**config.mk**
```make
export PLATFORM = sky130hd
export DESIGN_NAME = m3i_div_step
export DESIGN_NICKNAME = d
export VERILOG_FILES = /design/src/sv/assert_macros.svh /design/src/sv/m3i_pkg.sv /design/src/sv/m3i_div_step.sv
export SDC_FILE = /design/constraint.sdc
export NUM_CORES = 1
export LEC_CHECK = 0
export BUFFER_PORTS_ARGS = -buffer_cell sky130_fd_sc_hd__buf_2
export CAP_MARGIN = 10
export CORE_AREA = 2 2 722 724
export CTS_BUF_LIST = sky130_fd_sc_hd__clkbuf_4
export DETAILED_ROUTE_END_ITERATION = 6
export DIE_AREA = 0 0 724 726
export PLACE_DENSITY_LB_ADDON = 0.08
export SLEW_MARGIN = 40
export SYNTH_ARGS = -nofsm -noshare
export SYNTH_HDL_FRONTEND = slang
export SYNTH_SLANG_ARGS = --single-unit
```
**constraint.sdc**
```tcl
create_clock -name i_clk -period 45.3 [get_ports i_clk]
set_input_delay 9.06 -clock i_clk [delete_from_list [all_inputs] [get_ports i_clk]]
set_output_delay 9.06 -clock i_clk [all_outputs]
set_load 0.05 [all_outputs]
```
**src/sv/assert_macros.svh**
```systemverilog
// Assertion macros used by the top-level RTL file of the matrix inverse block.
`ifndef ASSERT_MACROS_SVH
`define ASSERT_MACROS_SVH

// Same-cycle implication, checked outside reset.
`define CHK_IMPLY(label, clk, rst_n, ante, cons, msg) \
    label: assert property (@(posedge clk) disable iff (!rst_n) (ante) |-> (cons)) \
        else $error(msg);

// Next-cycle implication, checked outside reset.
`define CHK_NEXT(label, clk, rst_n, ante, cons, msg) \
    label: assert property (@(posedge clk) disable iff (!rst_n) (ante) |=> (cons)) \
        else $error(msg);

`endif

```
**src/sv/m3i_pkg.sv**
```systemverilog
// Package with the fixed widths and sideband type of the matrix inverse block.
package m3i_pkg;
    localparam int LANES  = 9;
    localparam int QUOT_W = 32;
    localparam int INV_W  = 32;
    localparam int DET_W  = 50;

    typedef struct packed {
        logic [LANES-1:0] neg;
        logic [LANES-1:0] ovf;
        logic             sing;
        logic [DET_W-1:0] det;
    } t_side;
endpackage

```
**src/sv/m3i_div_step.sv**
```systemverilog
// One restoring-division stage: settles one quotient bit for all nine lanes.
module m3i_div_step import m3i_pkg::*; #(
    parameter int DW  = 50,
    parameter int NW  = 57,
    parameter int CW  = 83,
    parameter int BIT = 31
) (
    input  logic              i_clk,
    input  logic              i_rst_n,
    input  logic              i_valid,
    output logic              o_ready,
    input  logic [NW-1:0]     i_rem [LANES],
    input  logic [QUOT_W-1:0] i_quo [LANES],
    input  logic [DW-1:0]     i_dmag,
    input  t_side             i_side,
    output logic              o_valid,
    input  logic              i_ready,
    output logic [NW-1:0]     o_rem [LANES],
    output logic [QUOT_W-1:0] o_quo [LANES],
    output logic [DW-1:0]     o_dmag,
    output t_side             o_side
);
    logic              r_valid;
    logic [NW-1:0]     r_rem [LANES];
    logic [QUOT_W-1:0] r_quo [LANES];
    logic [DW-1:0]     r_dmag;
    t_side             r_side;
    logic              w_rdy;
    logic [CW-1:0]     w_dk;

    assign w_rdy   = !r_valid || i_ready;
    assign o_ready = w_rdy;
    assign o_valid = r_valid;
    assign o_rem   = r_rem;
    assign o_quo   = r_quo;
    assign o_dmag  = r_dmag;
    assign o_side  = r_side;
    assign w_dk    = CW'(i_dmag) << BIT;

    for (genvar gl = 0; gl < LANES; gl++) begin : g_lane
        logic          w_ge;
        logic [CW-1:0] w_diff;

        assign w_ge   = CW'(i_rem[gl]) >= w_dk;
        assign w_diff = CW'(i_rem[gl]) - w_dk;

        // The bit settled here is still clear in the incoming quotient.
        always_ff @(posedge i_clk) begin
            if (w_rdy) begin
                r_rem[gl] <= w_ge ? w_diff[NW-1:0] : i_rem[gl];
                r_quo[gl] <= i_quo[gl] | (QUOT_W'(w_ge) << BIT);
            end
        end
    end

    always_ff @(posedge i_clk) begin
        if (!i_rst_n) begin
            r_valid <= 1'b0;
        end else if (w_rdy) begin
            r_valid <= i_valid;
        end
    end

    always_ff @(posedge i_clk) begin
        if (w_rdy) begin
            r_dmag <= i_dmag;
            r_side <= i_side;
        end
    end
endmodule

```
# After elaboration in Yosys (flattened, before gate mapping)
# Index checks and enable logic that the tools add are counted.
[word_totals] ff_bits=921 inputBits=924 out_inout_bits=922 word_cells=62
[op_classes] addsub=9 magnitude_cmp=9 mux=9 bitwise=9 n_reduce_logical=2
[op_table] cell=">= comparator 57 x 81 -> 1 bit" count=9
[op_table] cell="two-way mux 57 bit" count=9
[op_table] cell="subtractor 57 bit" count=9
[op_table] cell="bitwise OR 32 bit" count=9
[op_table] cell="zero test 1 bit" count=1
[op_table] cell="logical OR 1 bit" count=1

# Logic depth before layout (Yosys ltp)
[depth] depth_word=2 depth_mapped=15 ltp_nobuf=13

# Worst setup path before layout
# Ideal clock, no wire load.
[synth_timing] path_kind="input port to output port" from="input i_ready" to="output o_ready" arrival_ps=31296 required_time_ps=36240 slack_ps=4944 path_stages=1 n_path_buf=0 path_cell_list="nand2b_1"
[synth_via] elab_chain_len=1
[synth_lines] item="from (decl)" line="m3i_div_step.sv:17" source="input logic i_ready,"
[synth_lines] item="logical OR 1 bit" line="m3i_div_step.sv:31" source="assign w_rdy = !r_valid || i_ready;"
[synth_lines] item="to (decl)" line="m3i_div_step.sv:11" source="output logic o_ready,"
# Every way passes these cells.

# Worst setup path after layout
# Same ends and word-level chain as after synthesis.

==> flow_metrics.py <==
metrics = {
    "outcome": {
        "status": "finished, final reports clean",
    },
    "cts": {
        "insertion_delay_ns": 1.41,
        "cts_buffer_depth": 4,
        "cts_buffers": 340,
        "holdBufCountCts": 0,
        "clock-root-buffer": "clkbuf_4",
        "ctsHtreeMaxLevel": 5,
        "cts_tree": "done",
        "post-cts-setup-buffer-count": 0,
        "cts_sinks": 921,
        "cts_resized": 0,
        "clk_pin_slew_ns": 0.07,
    },
    "sta": {
        "finalClockSkew_ns": 0.1154,
        "period_needed_ns": 18.96,
        "hold_viol": 0,
        "clock.fmax_mhz": 52.75,
        "rsz0062_at_grt": "false",
        "finalMaxSlewViolations": 0,
        "fin_setup_tns_ns": 0,
        "fin_ws_ns": 26.34,
        "tightest_slew_ns": 0.9359,
        "slew_headroom": 0.3760,
        "setup_viol": 0,
        "finalCritPeriodShare": 0.4185,
    },
    "setup_path": {
        "cp-end-kind": "output port",
        "crit_arrival_ns": 9.90,
        "crit_fanout": 18,
        "crit_path_start_kind": "primary input",
        "critical_path_class": "in2out",
        "crit_required_ns": 36.24,
    },
    "die": {
        "rows": 265,
        "initial_core_util": 0.08283,
        "fp.dieW_um": 724,
        "io_pins": 1846,
        "die_h_um": 726,
        "design.core.area_sq_um": 518600,
        "design.die.area_sq_um": 525600,
    },
    "routing": {
        "drt_iter0_drc": 1753,
        "vias": 37230,
        "drt_pass1_iterations": 5,
        "drt_wl_total_mm": 349.7,
        "routedWlPerCell_um": 28.08,
        "detail-route-antenna-nets": 0,
        "drt-vias-per-instance": 2.989,
        "drc_errors": 0,
    },
    "flow_run": {
        "cap_violations": 0,
    },
    "synth": {
        "ys_warn_count": 0,
        "synthSimpleGateAreaFrac": 0.07344,
        "seq_area_frac_synth": 0.6437,
        "synth_mux_area_frac": 0.05369,
        "syn_area_per_cell_sq_um": 14.36,
        "syn_inst": 2992,
        "synth_compound_area_frac": 0.1008,
        "synthesis.area_sq_um": 42950,
        "synth_top_family_by_area": "compound AO/OA/AOI/OAI gates",
        "ys_ff_latch": 921,
        "synth_ff_type": "edfxtp_1",
        "synth_xor_xnor_area_share": 0.04017,
        "synth_fp_nets": 4159,
        "synth_cell_types": 81,
        "synth_edf_count": 920,
        "async_reset_ff_frac": 0,
        "synthAdderAreaFrac": 0.07236,
    },
    "layout": {
        "final_nets": 6357,
        "n_fill_cell": 59310,
        "layout_common_cells": "buf_2, edfxtp_1, clkbuf_4",
        "final_common_cell": "buf_2",
        "area_growth_pct": 52.95,
        "drive_gt1_frac": 0.4952,
    },
    "placed_design": {
        "preCtsSetupSlack_ns": 26.28,
        "io_buffers": 1845,
        "post-dp-hpwl_mm": 289.4,
        "place_congestion": 0.7633,
    },
    "power": {
        "ir_worst_vdd_mv": 0.01749,
        "power.density_nw_per_um2": 40.30,
        "leakagePower_nw": 26.42,
    },
    "global_route": {
        "grtUsageTotal": 0.1268,
        "grt_max_degree": 106,
        "antenna_found_initial": 335,
        "overflow": 0,
        "grt_pass1_vias": 38710,
        "grt_pass1_wl_mm": 429.0,
    },
    "worst_hold_path": {
        "holdCritPathClass": "reg2reg",
    },
}
[final cells by class]
type                       count  area (sq um)  area share
antenna                       86         215.2    0.003276
clock buffer                 490          3679     0.05599
clock inverter                90         539.3    0.008209
inverter                     103         390.4    0.005942
multi-input combinational   1916         14730      0.2242
sequential                   921         27650      0.4208
tap                         6942          8686      0.1322
timing repair buffer        1908          9811      0.1493
[report_power, final]
part           switching (W)  total, W  leakage [nW]  internal, W
sequential         0.0000210   0.00103          9.54      0.00100
combinational       0.000455  0.000609          14.4     0.000154
clock               0.000507   0.00101          2.49     0.000506
total               0.000983   0.00265          26.4      0.00166
[path summary, 6_finish.rpt]
kind | start | end | slack [ns] | depth (start not counted)
worst max-delay path | i_ready | o_ready | 26.34 | 3
worst min-delay path | o_valid | o_rem[291] | 1.0 | 1
worst max register to register | o_valid | o_quo[57] | 41.49 | 5
worst min register to register | o_valid | o_rem[291] | 1.0 | 1
[critical path: stages]
cell	delay (ns)
buf_2	0.10
nand2b_4	0.38
buf_2	0.35
[registers in the layout, summed over array words and instances (netlist names)]
signal / count
o_quo: 288
o_rem: 513
o_side: 69
o_valid: 1
o_dmag: 50
[stage by stage]
stage / power (W) / hold WS (ns) / util / cell area (sq um) / cells
floorplan: 0.001447 / 9.159 / - / 42950 / 2992
global route: 0.002801 / 1.068 / 0.1264 / 65550 / 12400
CTS: 0.002756 / 1.090 / 0.1262 / 65460 / 12370
global placement: 0.001684 / 1.047 / 0.1178 / 61110 / 11790
finish: 0.002648 / 0.9952 / 0.1267 / 65700 / 12460
detailed placement: 0.001675 / 1.085 / 0.1181 / 61240 / 11790
[per-layer routing]
layer,global-route usage,vias up,part of all wire
li1,-,16490,-
met1,0.1138,17940,0.31
met2,0.2598,1791,0.57
met3,0.04349,840,0.082
met4,0.03759,172,0.036
met5,0,-,0.0034
[cells in the mapped netlist, types with 23 or more instances]
cell type | count | area share
nor2_1 | 123 | 0.011
mux2_2 | 171 | 0.045
inv_1 | 103 | 0.0090
nor2b_1 | 25 | 0.0036
nand2_1 | 134 | 0.012
clkbuf_1 | 28 | 0.0024
o21bai_1 | 31 | 0.0054
nor3_1 | 33 | 0.0038
nand4_1 | 43 | 0.0063
ha_1 | 234 | 0.068
xor2_1 | 79 | 0.016
a21oi_1 | 209 | 0.024
xnor2_1 | 118 | 0.024
nand2b_1 | 23 | 0.0034
a21o_1 | 113 | 0.020
edfxtp_1 | 920 | 0.64
a31oi_1 | 26 | 0.0038
and3_1 | 23 | 0.0034
o21ai_0 | 128 | 0.015
nand3_1 | 54 | 0.0063
nor4_1 | 73 | 0.011
[cell families (layout without fill, tap and decap cells)]
logic type               count (synthesis)  after routing
AND/OR/NAND/NOR                        607            607
buffers and inverters                  155           2591
flip-flops                             921            921
multiplexers                           200            200
other                                    0             86
adder cells (fa/ha/maj)                243            243
AO/OA/AOI/OAI                          669            669
XOR/XNOR                               197            197
(Power assumes the default switching activity.)
