<file path="src/sv/assert_macros.svh">
// Assertion macros used by the top-level RTL file of the matrix inverse block.
`ifndef ASSERT_MACROS_SVH
`define ASSERT_MACROS_SVH

// Same-cycle implication, checked outside reset.
`define CHK_IMPLY(label, clk, rst_n, ante, cons, msg) \
    label: assert property (@(posedge clk) disable iff (!rst_n) (ante) |-> (cons)) \
        else $error(msg);

// Next-cycle implication, checked outside reset.
`define CHK_NEXT(label, clk, rst_n, ante, cons, msg) \
    label: assert property (@(posedge clk) disable iff (!rst_n) (ante) |=> (cons)) \
        else $error(msg);

`endif

</file>
<file path="src/sv/m3i_pkg.sv">
// Package with the fixed widths and sideband type of the matrix inverse block.
package m3i_pkg;
    localparam int LANES  = 9;
    localparam int QUOT_W = 32;
    localparam int INV_W  = 32;
    localparam int DET_W  = 50;

    typedef struct packed {
        logic [LANES-1:0] neg;
        logic [LANES-1:0] ovf;
        logic             sing;
        logic [DET_W-1:0] det;
    } t_side;
endpackage

</file>
<file path="src/sv/m3i_prep.sv">
// Stage that takes magnitudes and signs and checks each quotient for overflow.
module m3i_prep import m3i_pkg::*; #(
    parameter int ELEM_WIDTH = 16,
    parameter int FRAC_BITS  = 8,
    parameter int DW         = 50,
    parameter int NW         = 57,
    parameter int CW         = 83
) (
    input  logic                         i_clk,
    input  logic                         i_rst_n,
    input  logic                         i_valid,
    output logic                         o_ready,
    input  logic signed [2*ELEM_WIDTH:0] i_cof [LANES],
    input  logic signed [DW-1:0]         i_det,
    output logic                         o_valid,
    input  logic                         i_ready,
    output logic [NW-1:0]                o_rem [LANES],
    output logic [QUOT_W-1:0]            o_quo [LANES],
    output logic [DW-1:0]                o_dmag,
    output t_side                        o_side
);
    logic              r_valid;
    logic [NW-1:0]     r_rem [LANES];
    logic [DW-1:0]     r_dmag;
    t_side             r_side;
    logic              w_rdy;
    logic              w_dneg;
    logic [DW-1:0]     w_dmag;
    logic [CW-1:0]     w_dlim;
    t_side             n_side;

    assign w_rdy   = !r_valid || i_ready;
    assign o_ready = w_rdy;
    assign o_valid = r_valid;
    assign o_rem   = r_rem;
    assign o_dmag  = r_dmag;
    assign o_side  = r_side;

    assign w_dneg = i_det[DW-1];
    assign w_dmag = w_dneg ? (~i_det + 1'b1) : i_det;
    assign w_dlim = CW'(w_dmag) << QUOT_W;

    // Inverse element (i,j) divides adjugate entry (i,j), which is cofactor (j,i).
    for (genvar gl = 0; gl < LANES; gl++) begin : g_lane
        localparam int SRC = (gl % 3) * 3 + (gl / 3);
        logic                  w_aneg;
        logic [2*ELEM_WIDTH:0] w_amag;
        logic [NW-1:0]         w_num;

        assign w_aneg = i_cof[SRC][2*ELEM_WIDTH];
        assign w_amag = w_aneg ? (~i_cof[SRC] + 1'b1) : i_cof[SRC];
        assign w_num  = NW'(w_amag) << (3 * FRAC_BITS);
        assign n_side.neg[gl] = w_aneg ^ w_dneg;
        assign n_side.ovf[gl] = CW'(w_num) >= w_dlim;
        assign o_quo[gl] = '0;

        always_ff @(posedge i_clk) begin
            if (w_rdy) r_rem[gl] <= w_num;
        end
    end

    assign n_side.sing = (i_det == '0);
    assign n_side.det  = DET_W'(i_det);

    always_ff @(posedge i_clk) begin
        if (!i_rst_n) begin
            r_valid <= 1'b0;
        end else if (w_rdy) begin
            r_valid <= i_valid;
        end
    end

    always_ff @(posedge i_clk) begin
        if (w_rdy) begin
            r_dmag <= w_dmag;
            r_side <= n_side;
        end
    end
endmodule

</file>
<file path="config.mk">
export PLATFORM = sky130hd
export DESIGN_NAME = m3i_prep
export DESIGN_NICKNAME = d
export VERILOG_FILES = /design/src/sv/assert_macros.svh /design/src/sv/m3i_pkg.sv /design/src/sv/m3i_prep.sv
export SDC_FILE = /design/constraint.sdc
export NUM_CORES = 1
export LEC_CHECK = 0
export BUFFER_PORTS_ARGS = -buffer_cell sky130_fd_sc_hd__buf_4
export CAP_MARGIN = 25
export CORE_AREA = 2 2 495 497
export DETAILED_ROUTE_END_ITERATION = 8
export DIE_AREA = 0 0 497 499
export PLACE_DENSITY = 0.33
export REMOVE_ABC_BUFFERS = 1
export SLEW_MARGIN = 0
export SYNTH_ARGS = -nofsm -noshare
export SYNTH_HDL_FRONTEND = slang
export SYNTH_SLANG_ARGS = --single-unit
</file>
<file path="constraint.sdc">
create_clock -name i_clk -period 19.6 [get_ports i_clk]
set_input_delay 3.92 -clock i_clk [delete_from_list [all_inputs] [get_ports i_clk]]
set_output_delay 3.92 -clock i_clk [all_outputs]
set_load 0.02 [all_outputs]
</file>
# ---- Word-level counts from Yosys, hierarchy flattened
# Cells that the tools add are included.
dict set report totals {
  reg_bits 417
  input_bits 351
  out_inout_bits 922
  elab_cells 66
}
dict set report op_classes {
  addsub 10
  order_cmp 9
  mux 10
  n_bitwise 19
  reduce_logical 3
}
# cell n
set ops {}
lappend ops {{greater-or-equal comparator 57 x 82 -> 1 bit} 9}
lappend ops {{adder 33 x 1 -> 33 bit, second input constant} 9}
lappend ops {{two-way mux 33 bit} 9}
lappend ops {{inverter 33 bit} 9}
lappend ops {{adder 50 x 1 -> 50 bit, second input constant} 1}
lappend ops {{zero test 50 bit} 1}
lappend ops {{two-way mux 50 bit} 1}
lappend ops {{inverter 50 bit} 1}
lappend ops {{bitwise XOR 1 bit} 9}
lappend ops {{zero test 1 bit} 1}
lappend ops {{logical OR 1 bit} 1}

# ---- Longest topological paths before layout
dict set report logic_depth {
  depth_word 4
  depth_mapped 17
  depth_no_buf 17
}

# ---- Worst setup path before layout
# No wires, ideal clock.
dict set report synth_timing {
  kind {input to output}
  start {in i_ready}
  end {out o_ready}
  t_arrival_ps 13970
  t_required_ps 15680
  slack_ps 1710
  stages 1
  n_path_buf 0
  path_cell_list {nand2b_1}
}
dict set report synth_via {
  elab_chain_cells 1
}
# element line
set synth_rtl {}
lappend synth_rtl {{from (decl)} m3i_prep.sv:16} ;# input logic i_ready,
lappend synth_rtl {{logical OR 1 bit} m3i_prep.sv:32} ;# assign w_rdy = !r_valid || i_ready;
lappend synth_rtl {{to (decl)} m3i_prep.sv:12} ;# output logic o_ready,
# Every way passes these cells.

# ---- Final worst setup path
# Ends and elaborated chain as after synthesis.

==> impl_metrics.env <==
export IMPL_cts_tree="built"
export IMPL_syn_area_per_cell_um2=10.9
export IMPL_rsz0062_at_grt="no"
export IMPL_fmax_ghz=0.118
export IMPL_clock_sinks=416
export IMPL_cpMaxStageDelayCell="nand2b_4"
export IMPL_hold_path_class="register to register"
export IMPL_cts_resized=0
export IMPL_period_minus_slack_ps=8510
export IMPL_crit_arrival_ps=4590
export IMPL_critPathTopFamily="buffers and inverters"
export IMPL_overflow=0
export IMPL_floorplan_initialDensity_pct=11.8
export IMPL_grt_max_degree=143
export IMPL_clock_skew_ps=41.1
export IMPL_cts_setup_buffers=0
export IMPL_cts_inserted_buffers=60
export IMPL_num_io_pins=1273
export IMPL_path_max_fanout=7
export IMPL_drc=0
export IMPL_post_dp_hpwl_um=131000
export IMPL_drv_cap=0
export IMPL_endpoint_kind="output port"
export IMPL_die_area_um2=248000
export IMPL_critPathBufInv=2
export IMPL_hold_violations=0
export IMPL_synth_cell_type_count=60
export IMPL_place_inst=6587
export IMPL_cp_required_ps=15680
export IMPL_hold_path_cell_count=2
export IMPL_cts_path_max_buffers=3
export IMPL_netlist_area_um2=28700
export IMPL_critPathLaunchType="primary input"
export IMPL_num_vias=22600
export IMPL_path_common_cell="buf_4"
export IMPL_leakage_nw=15.4
export IMPL_async_flop_share_pct=0
export IMPL_p_per_area_nw_per_um2=82.2
export IMPL_clk_pin_slew_ps=60
export IMPL_finalCritPeriodShare_pct=43.4
export IMPL_yosysWarnings=0
export IMPL_syn_to_final_growth_pct=35.4
export IMPL_first_pass_iters=7
export IMPL_insertion_delay_ps=710
export IMPL_p_int_mw=2.06
export IMPL_path_class="primary input to output port"
export IMPL_place_port_buffers=768
export IMPL_rows=181
export IMPL_layout_nets=4034
export IMPL_p_sw_share_pct=35.6
export IMPL_clk_root_buffer_cell="clkbuf_16"
export IMPL_path_depth=3
export IMPL_status="finished clean"
export IMPL_grt_pass1_vias=21200
export IMPL_cts_max_level=2
export IMPL_synth_edf_count=415
export IMPL_ys_ff_latch=416
export IMPL_slew_violations=0
export IMPL_critPathMaxStageDelay_ps=270
export IMPL_yosysSeqAreaShare_pct=43.5
export IMPL_synth_cells=2642
export IMPL_ys_flop_type="edfxtp_1"
export IMPL_cts_hold_buf=0
export IMPL_clkPwrFrac_pct=35.4
export IMPL_core_area_um2=243000
export IMPL_die_h_um=499
export IMPL_fp_dieW_um=497
export IMPL_drt_initial_drc_count=1400
export IMPL_grt_pass1_wl_um=201000
export IMPL_tightestPinTransition_ps=1130
export IMPL_drive_gt1_share_pct=26.5
export IMPL_finalNonFillerCells=6719
export IMPL_ff2ff_path_depth=4
export IMPL_max_slew_margin_pct=24.8
export IMPL_peakVddDrop_mv=0.0496
export IMPL_ant_nets=0
export IMPL_drt_total_wl_um=158000
export IMPL_place_congestion=0.791
export IMPL_pwr_share_comb_pct=29.3
export IMPL_finalSetupTns_ps=0
export IMPL_grt_usage_pct=12.1
export IMPL_setup_viol=0
export IMPL_antenna_found_initial=53
export IMPL_p_switching_mw=1.13
export IMPL_routedWlPerCell_um=23.5
export IMPL_nFillCells=27200
export IMPL_crit_chain="buf_4, nand2b_4, buf_4"
export IMPL_pwr_share_seq_pct=35.3
export IMPL_vias_per_cell=3.36
-- placed cells by master (no fill, tap or decap), drive strengths merged, types with 73 or more instances in the layout --
cell | netlist | routed
buf | 508 | 793
conb | 1 | 504
edfxtp | 415 | 415
xnor2 | 292 | 292
ha | 235 | 235
nand2 | 163 | 163
o21ai | 139 | 139
o31ai | 83 | 83
a21oi | 81 | 81
clkbuf | 44 | 73
-- through the flow --
stage	setup WS (ps)	hold WS, ps	instance area (um^2)	util [%]	power, mW
after global placement	10540	929	36700	15.1	2.10
after global routing	10900	974	38800	16.0	3.35
after CTS	11100	947	38700	16.0	3.26
after floorplan	1710	4020	26600	-	1.62
final	11090	884	38800	16.0	3.19
after detailed placement	10470	935	36800	15.2	2.10
-- power by group through the flow --
stage	registers, mW	clock network (mW)	logic (mW)
final	1.13	1.13	0.934
after global routing	1.14	1.21	1.01
after CTS	1.13	1.18	0.955
after detailed placement	1.15	0	0.952
after global placement	1.15	0	0.948
after floorplan	1.27	0	0.344
-- registers in the layout, summed over array words and instances (netlist names) --
register and cells:
o_rem 297, o_side 68, o_valid 1, o_dmag 50
-- kinds of logic after synthesis --
kind of cell,after synthesis,share of synthesized area [%]
simple gates,612,11.8
mux,3,0.109
xor+xnor,323,9.87
compound gates,433,9.68
buf+inv,619,14.7
other cells,1,0.0131
flops,416,43.5
fa+ha+maj,235,10.3
-- cells in the mapped netlist (7+ instances only) --
| library cell | instances | area (um^2) |
|---|---|---|
| a211oi_1 | 15 | 113 |
| a21o_1 | 35 | 263 |
| a21oi_1 | 81 | 405 |
| a31oi_1 | 9 | 56.3 |
| buf_4 | 505 | 3790 |
| clkbuf_1 | 44 | 165 |
| edfxtp_1 | 415 | 12500 |
| ha_1 | 235 | 2940 |
| inv_1 | 67 | 251 |
| nand2_1 | 163 | 612 |
| nand2b_1 | 27 | 169 |
| nand3_1 | 49 | 245 |
| nand3b_1 | 9 | 67.6 |
| nand4_1 | 46 | 288 |
| nand4b_1 | 14 | 123 |
| nor2_1 | 57 | 214 |
| nor2b_1 | 9 | 56.3 |
| nor3_1 | 50 | 250 |
| nor4_1 | 39 | 244 |
| nor4b_1 | 7 | 61.3 |
| o21ai_0 | 134 | 671 |
| o31ai_1 | 82 | 616 |
| o41ai_1 | 44 | 385 |
| or2_2 | 10 | 62.6 |
| or3_1 | 48 | 300 |
| or4_1 | 55 | 413 |
| xnor2_1 | 292 | 2560 |
| xor2_1 | 31 | 272 |
-- final timing paths --
check        startpoint          to  slack (ps)
max             i_ready     o_ready       11090
min             o_valid     o_valid         880
max reg2reg     o_valid  o_rem[512]       16090
min reg2reg     o_valid     o_valid         880
-- final cells by class --
type                       instances  area, um^2  area share [%]
antenna                           22        55.1           0.142
clock buffer                      73        1570            4.05
clock inverter                    36         400            1.03
inverter                          67         251           0.648
multi-input combinational       2110       14000            36.2
sequential                       416       12500            32.2
tap                             3202        4010            10.3
timing repair buffer             793        6000            15.5
-- worst register-to-register path, delay by kind of cell (launching register included) --
kind / cells / cell delay (ps)
AND/OR/NAND/NOR: 1 / 300
buffers and inverters: 3 / 2350
flip-flops: 1 / 400
-- per-layer routing --
layer	global-route usage, %	share of wire, %	up-vias
met5	0	0.083	-
met2	20.4	48	1113
met3	3.50	7.4	197
met4	6.70	5.7	20
li1	-	-	10400
met1	13.6	39	10800
(Power assumes the default switching activity.)
